<file path="src/sv/minmax_feature_normalizer_defines.svh">
// assertion macros shared by the normaliser modules
`ifndef MINMAX_FEATURE_NORMALIZER_DEFINES_SVH
`define MINMAX_FEATURE_NORMALIZER_DEFINES_SVH

// same-cycle implication, held off while reset is low
`define MMFN_ASSERT_NOW(lbl, clk, rstn, ante, cons) \
    lbl: assert property (@(posedge clk) disable iff (!rstn) (ante) |-> (cons)) \
        else $error("mmfn assertion failed");

// next-cycle implication, held off while reset is low
`define MMFN_ASSERT_NEXT(lbl, clk, rstn, ante, cons) \
    lbl: assert property (@(posedge clk) disable iff (!rstn) (ante) |=> (cons)) \
        else $error("mmfn assertion failed");

`endif

</file>
<file path="src/sv/mmfn_pkg.sv">
package mmfn_pkg;

    localparam int NUM_FEATURES_DEF = 4;
    localparam int MAX_ROWS_DEF     = 256;

    localparam int CMD_W    = 2;
    localparam int SAMPLE_W = 16;
    localparam int NORM_W   = 16;
    localparam int FIDX_W   = 2;

    // one quotient bit per divider step
    localparam int DIV_STEPS = NORM_W;

    localparam logic [CMD_W-1:0] CMD_LOAD = 2'd0;
    localparam logic [CMD_W-1:0] CMD_READ = 2'd1;
    localparam logic [CMD_W-1:0] CMD_NEW  = 2'd2;

    typedef struct packed {
        logic load_en;
        logic read_en;
        logic clear_en;
        logic prep_en;
        logic div_en;
        logic out_load;
    } ctrl_cmd_t;

    typedef struct packed {
        logic rd_empty;
        logic out_free;
    } dp_status_t;

endpackage

</file>
<file path="src/sv/mmfn_ctrl.sv">
module mmfn_ctrl
    import mmfn_pkg::*;
(
    input  logic             aclk,
    input  logic             aresetn,
    input  logic             s_valid,
    input  logic [CMD_W-1:0] s_cmd,
    output logic             s_ready,
    input  dp_status_t       status,
    output ctrl_cmd_t        cmd
);

`include "minmax_feature_normalizer_defines.svh"

    localparam int CNT_W = $clog2(DIV_STEPS);

    localparam logic [1:0] ST_IDLE = 2'd0;
    localparam logic [1:0] ST_PREP = 2'd1;
    localparam logic [1:0] ST_DIV  = 2'd2;
    localparam logic [1:0] ST_EMIT = 2'd3;

    logic [1:0]       state_reg, state_next;
    logic [CNT_W-1:0] cnt_reg, cnt_next;
    logic             accept;
    logic             cnt_last;

    assign s_ready  = (state_reg == ST_IDLE);
    assign accept   = s_valid && s_ready;
    assign cnt_last = (cnt_reg == CNT_W'(DIV_STEPS - 1));

    always_comb begin
        state_next = state_reg;
        cnt_next   = cnt_reg;
        cmd        = '0;
        unique case (state_reg)
            ST_IDLE: begin
                if (accept) begin
                    unique case (s_cmd)
                        CMD_LOAD: cmd.load_en = 1'b1;
                        CMD_NEW:  cmd.clear_en = 1'b1;
                        CMD_READ: begin
                            cmd.read_en = 1'b1;
                            state_next  = status.rd_empty ? ST_EMIT : ST_PREP;
                        end
                        default: ;
                    endcase
                end
            end
            ST_PREP: begin
                cmd.prep_en = 1'b1;
                cnt_next    = '0;
                state_next  = ST_DIV;
            end
            ST_DIV: begin
                cmd.div_en = 1'b1;
                cnt_next   = cnt_reg + 1'b1;
                if (cnt_last) begin
                    state_next = ST_EMIT;
                end
            end
            ST_EMIT: begin
                if (status.out_free) begin
                    cmd.out_load = 1'b1;
                    state_next   = ST_IDLE;
                end
            end
            default: state_next = ST_IDLE;
        endcase
    end

    always_ff @(posedge aclk) begin
        if (!aresetn) begin
            state_reg <= ST_IDLE;
            cnt_reg   <= '0;
        end else begin
            state_reg <= state_next;
            cnt_reg   <= cnt_next;
        end
    end

    `MMFN_ASSERT_NEXT(a_read_to_prep, aclk, aresetn, accept && s_cmd == CMD_READ && !status.rd_empty, state_reg == ST_PREP)
    `MMFN_ASSERT_NEXT(a_div_to_emit, aclk, aresetn, state_reg == ST_DIV && cnt_last, state_reg == ST_EMIT)
    `MMFN_ASSERT_NEXT(a_emit_to_idle, aclk, aresetn, state_reg == ST_EMIT && status.out_free, state_reg == ST_IDLE)

endmodule

</file>
<file path="config.mk">
export PLATFORM = sky130hd
export DESIGN_NAME = mmfn_ctrl
export DESIGN_NICKNAME = d
export VERILOG_FILES = /design/src/sv/mmfn_pkg.sv /design/src/sv/mmfn_ctrl.sv
export VERILOG_INCLUDE_DIRS = /design/src /design/src/sv
export SDC_FILE = /design/constraint.sdc
export NUM_CORES = 1
export LEC_CHECK = 0
export BUFFER_PORTS_ARGS = -buffer_cell sky130_fd_sc_hd__buf_2
export CORE_AREA = 3 3 40 42
export CTS_BUF_LIST = sky130_fd_sc_hd__clkbuf_8
export DETAILED_ROUTE_END_ITERATION = 16
export DIE_AREA = 0 0 43 45
export PLACE_DENSITY = 0.57
export SLEW_MARGIN = 10
export SYNTH_ARGS = -nofsm -noshare
export SYNTH_HDL_FRONTEND = slang
export SYNTH_SLANG_ARGS = --single-unit
export TNS_END_PERCENT = 5
</file>
<file path="constraint.sdc">
create_clock -name aclk -period 1.6 [get_ports aclk]
set_input_delay 0 -clock aclk [delete_from_list [all_inputs] [get_ports aclk]]
set_output_delay 0 -clock aclk [all_outputs]
set_load 0.02 [all_outputs]
</file>
==> impl_metrics.tcl <==
set metrics [dict create \
    outcome "finished clean" \
    antenna_found_initial 0 \
    wl_per_cell_um 10.83 \
    hpwl_um 714.6 \
    final_util_pct 48.00 \
    clockBufferDepth 2 \
    clk_pin_slew_worst_paths_ns 0.04 \
    p_sw_share_pct 39.11 \
    synth.distinct_cells 25 \
    min_period_ns 1.556 \
    powerDensity_nw_per_um2 1679 \
    dieArea_um2 1935 \
    track_usage_pct 10.52 \
    synth_area_um2 426.7 \
    gp_congestion 0.8037 \
    path_max_fanout 5 \
    die_w_um 43 \
    cellLeakagePower_uw 0.0002726 \
    tns_ns 0 \
    ys_seq_area_share_pct 28.15 \
    drtAntennaViolNets 0 \
    rsz0062_at_grt "false" \
    path_class "reg -> reg" \
    final_area_um2 616.8 \
    end_kind "flip-flop" \
    cp.required_ns 1.71 \
    p_int_uw 630.5 \
    drc_errors 0 \
    finalSetupViolations 0 \
    irDropWorstVdd_uv 741.7 \
    ff2ff_path_depth 5 \
    cts_tree "yes" \
    ys_async_sr_fraction_pct 0 \
    grt_max_degree 9 \
    seqPwrFrac_pct 21.0 \
    vias 404 \
    hold_viol 0 \
    area_delta_synth_final_pct 44.57 \
    ys_ff_latch 6 \
    min_path_type "in -> reg" \
    io_pins 14 \
    core_area_um2 1285 \
    switchingPower_uw 405.0 \
    synth_edf_count 0 \
    timing.rr.end "state_reg[1]" \
    synth-main-ff-cell "dfxtp_1" \
    max_slew_margin_pct 85.41 \
    largest_register_ffs 4 \
    ys.warnings.count 0 \
    initial_core_util_pct 33.20 \
    startpoint "state_reg[1]" \
    diodes 0 \
    drv_cap 0 \
    comb_power_share_pct 56.8 \
    h-tree-depth 1 \
    fin_skew_ns 0.002049 \
    fin_crit_sh_pct 97.24 \
    portBuffers 13 \
    drv_slew 0 \
    dr.pass1.iters 3 \
    routed_wirelength_um 899 \
    cts_buffers 3 \
    avgSynthCellArea_um2 8.707 \
    viasPerCell 4.867 \
    startpoint_type "flip-flop" \
    reg2reg_slack_ns 0.04 \
    min_from "aresetn" \
    crit_arrival_ns 1.67 \
    drive_gt1_share_pct 44.12 \
    clock-sinks 6 \
    synthesis.nets 62 \
    cts_root_buf "clkbuf_8" \
    placed_area_um2 563.0 \
    r2r-start "state_reg[1]" \
    initialDrtViolationCount 2 \
    seqCellArea_um2 125.1 \
    max_freq_ghz 0.6427 \
    cp-endpoint "state_reg[1]" \
    first_global_vias 356 \
    fillers 128 \
    rows 13 \
    clk-insertion-delay-late_ns 0.22 \
    multi_input_area_um2 310.3 \
    overflow 0 \
    dieHeight_um 45 \
    grt_pass1_wl_um 1518 \
    cts_hold_buf 0 \
    fin_nets 83 \
    synth_cells 49 \
    worst_pin_slew_ns 0.2189 \
    clock_power_share_pct 22.1 \
]
## through the flow
stage / power, µW / setup WS, ns / hold WS [ns] / cells
2_1_floorplan: 660.8 / -0.01211 / 0.08166 / 49
3_3_place_gp: 782.2 / 0.04167 / 0.2787 / 79
3_5_place_dp: 783.0 / 0.05003 / 0.2817 / 79
4_1_cts: 1024 / 0.03502 / 0.06350 / 82
5_1_grt: 1117 / 0.0005538 / 0.08237 / 83
6_report: 1036 / 0.04416 / 0.06308 / 83
## power groups by stage
| stage | Clock (µW) | Combinational, µW | Sequential [µW] |
|---|---|---|---|
| after floorplan | 0 | 454 | 207 |
| after global placement | 0 | 570 | 213 |
| after detailed placement | 0 | 570 | 213 |
| after CTS | 239 | 575 | 210 |
| after global routing | 243 | 654 | 220 |
| final | 229 | 589 | 217 |
## cells in the final DEF (no fill, tap or decap), types with 2 or more instances in the layout
master	n
o31ai_1	2
ha_1	3
dfxtp_1	4
inv_1	3
ha_4	2
o22ai_1	2
nand3_1	4
clkbuf_8	3
buf_2	13
nor2_1	2
a21boi_0	3
nand2b_1	3
buf_4	4
## cell type report
cell class	count	area share, %
clock buffer	3	6.694
inverter	5	4.260
multi-input combinational	37	50.30
sequential	6	20.28
tap	15	3.043
timing repair buffer	17	15.42
## cell families after synthesis
family | Yosys count | share of synthesized area (%)
compound gates | 11 | 19.35
fa+ha+maj | 6 | 17.59
buf+inv | 6 | 5.571
flops | 6 | 28.15
mux | 1 | 2.639
simple gates | 19 | 26.69
## what timing repair did
action                                  in CTS  in global routing
endpoints found under the setup margin       0                  1
buffers inserted                             0                  1
gates resized for setup                      0                  2
## cell usage after synthesis, types with 2 or more instances
cell	number	area [µm²]
nand2b_1	3	18.77
nand3_1	4	20.02
dfxtp_1	6	120.1
inv_1	5	18.77
a21boi_0	3	22.52
o31ai_1	2	15.01
ha_1	6	75.07
nor2_1	2	7.510
o22ai_1	2	12.51
## worst min-delay path by stage
stage,cells after the start,slack [ns],end
floorplan,1,0.08,cmd[3]
global placement,3,0.28,cmd[5]
detailed placement,3,0.28,cmd[5]
CTS,2,0.06,state_reg[0]
global route,2,0.08,state_reg[0]
finish,2,0.06,state_reg[0]
## layer usage
metal / vias to the layer above / routed length, µm / GRT usage (%)
li1: 216 / - / -
met5: - / 0 / 0
met4: 0 / 8 / 4.217
met2: 13 / 358 / 14.97
met3: 2 / 77 / 6.375
met1: 173 / 455 / 12.86
## worst max-delay path, stage by stage (launching register included)
cell and delay [ns]:
dfxtp_4 0.36, inv_6 0.08, ha_4 0.16, mux2_2 0.32, or4_1 0.39, and3_1 0.15
Power figures use the tool's default switching activity.
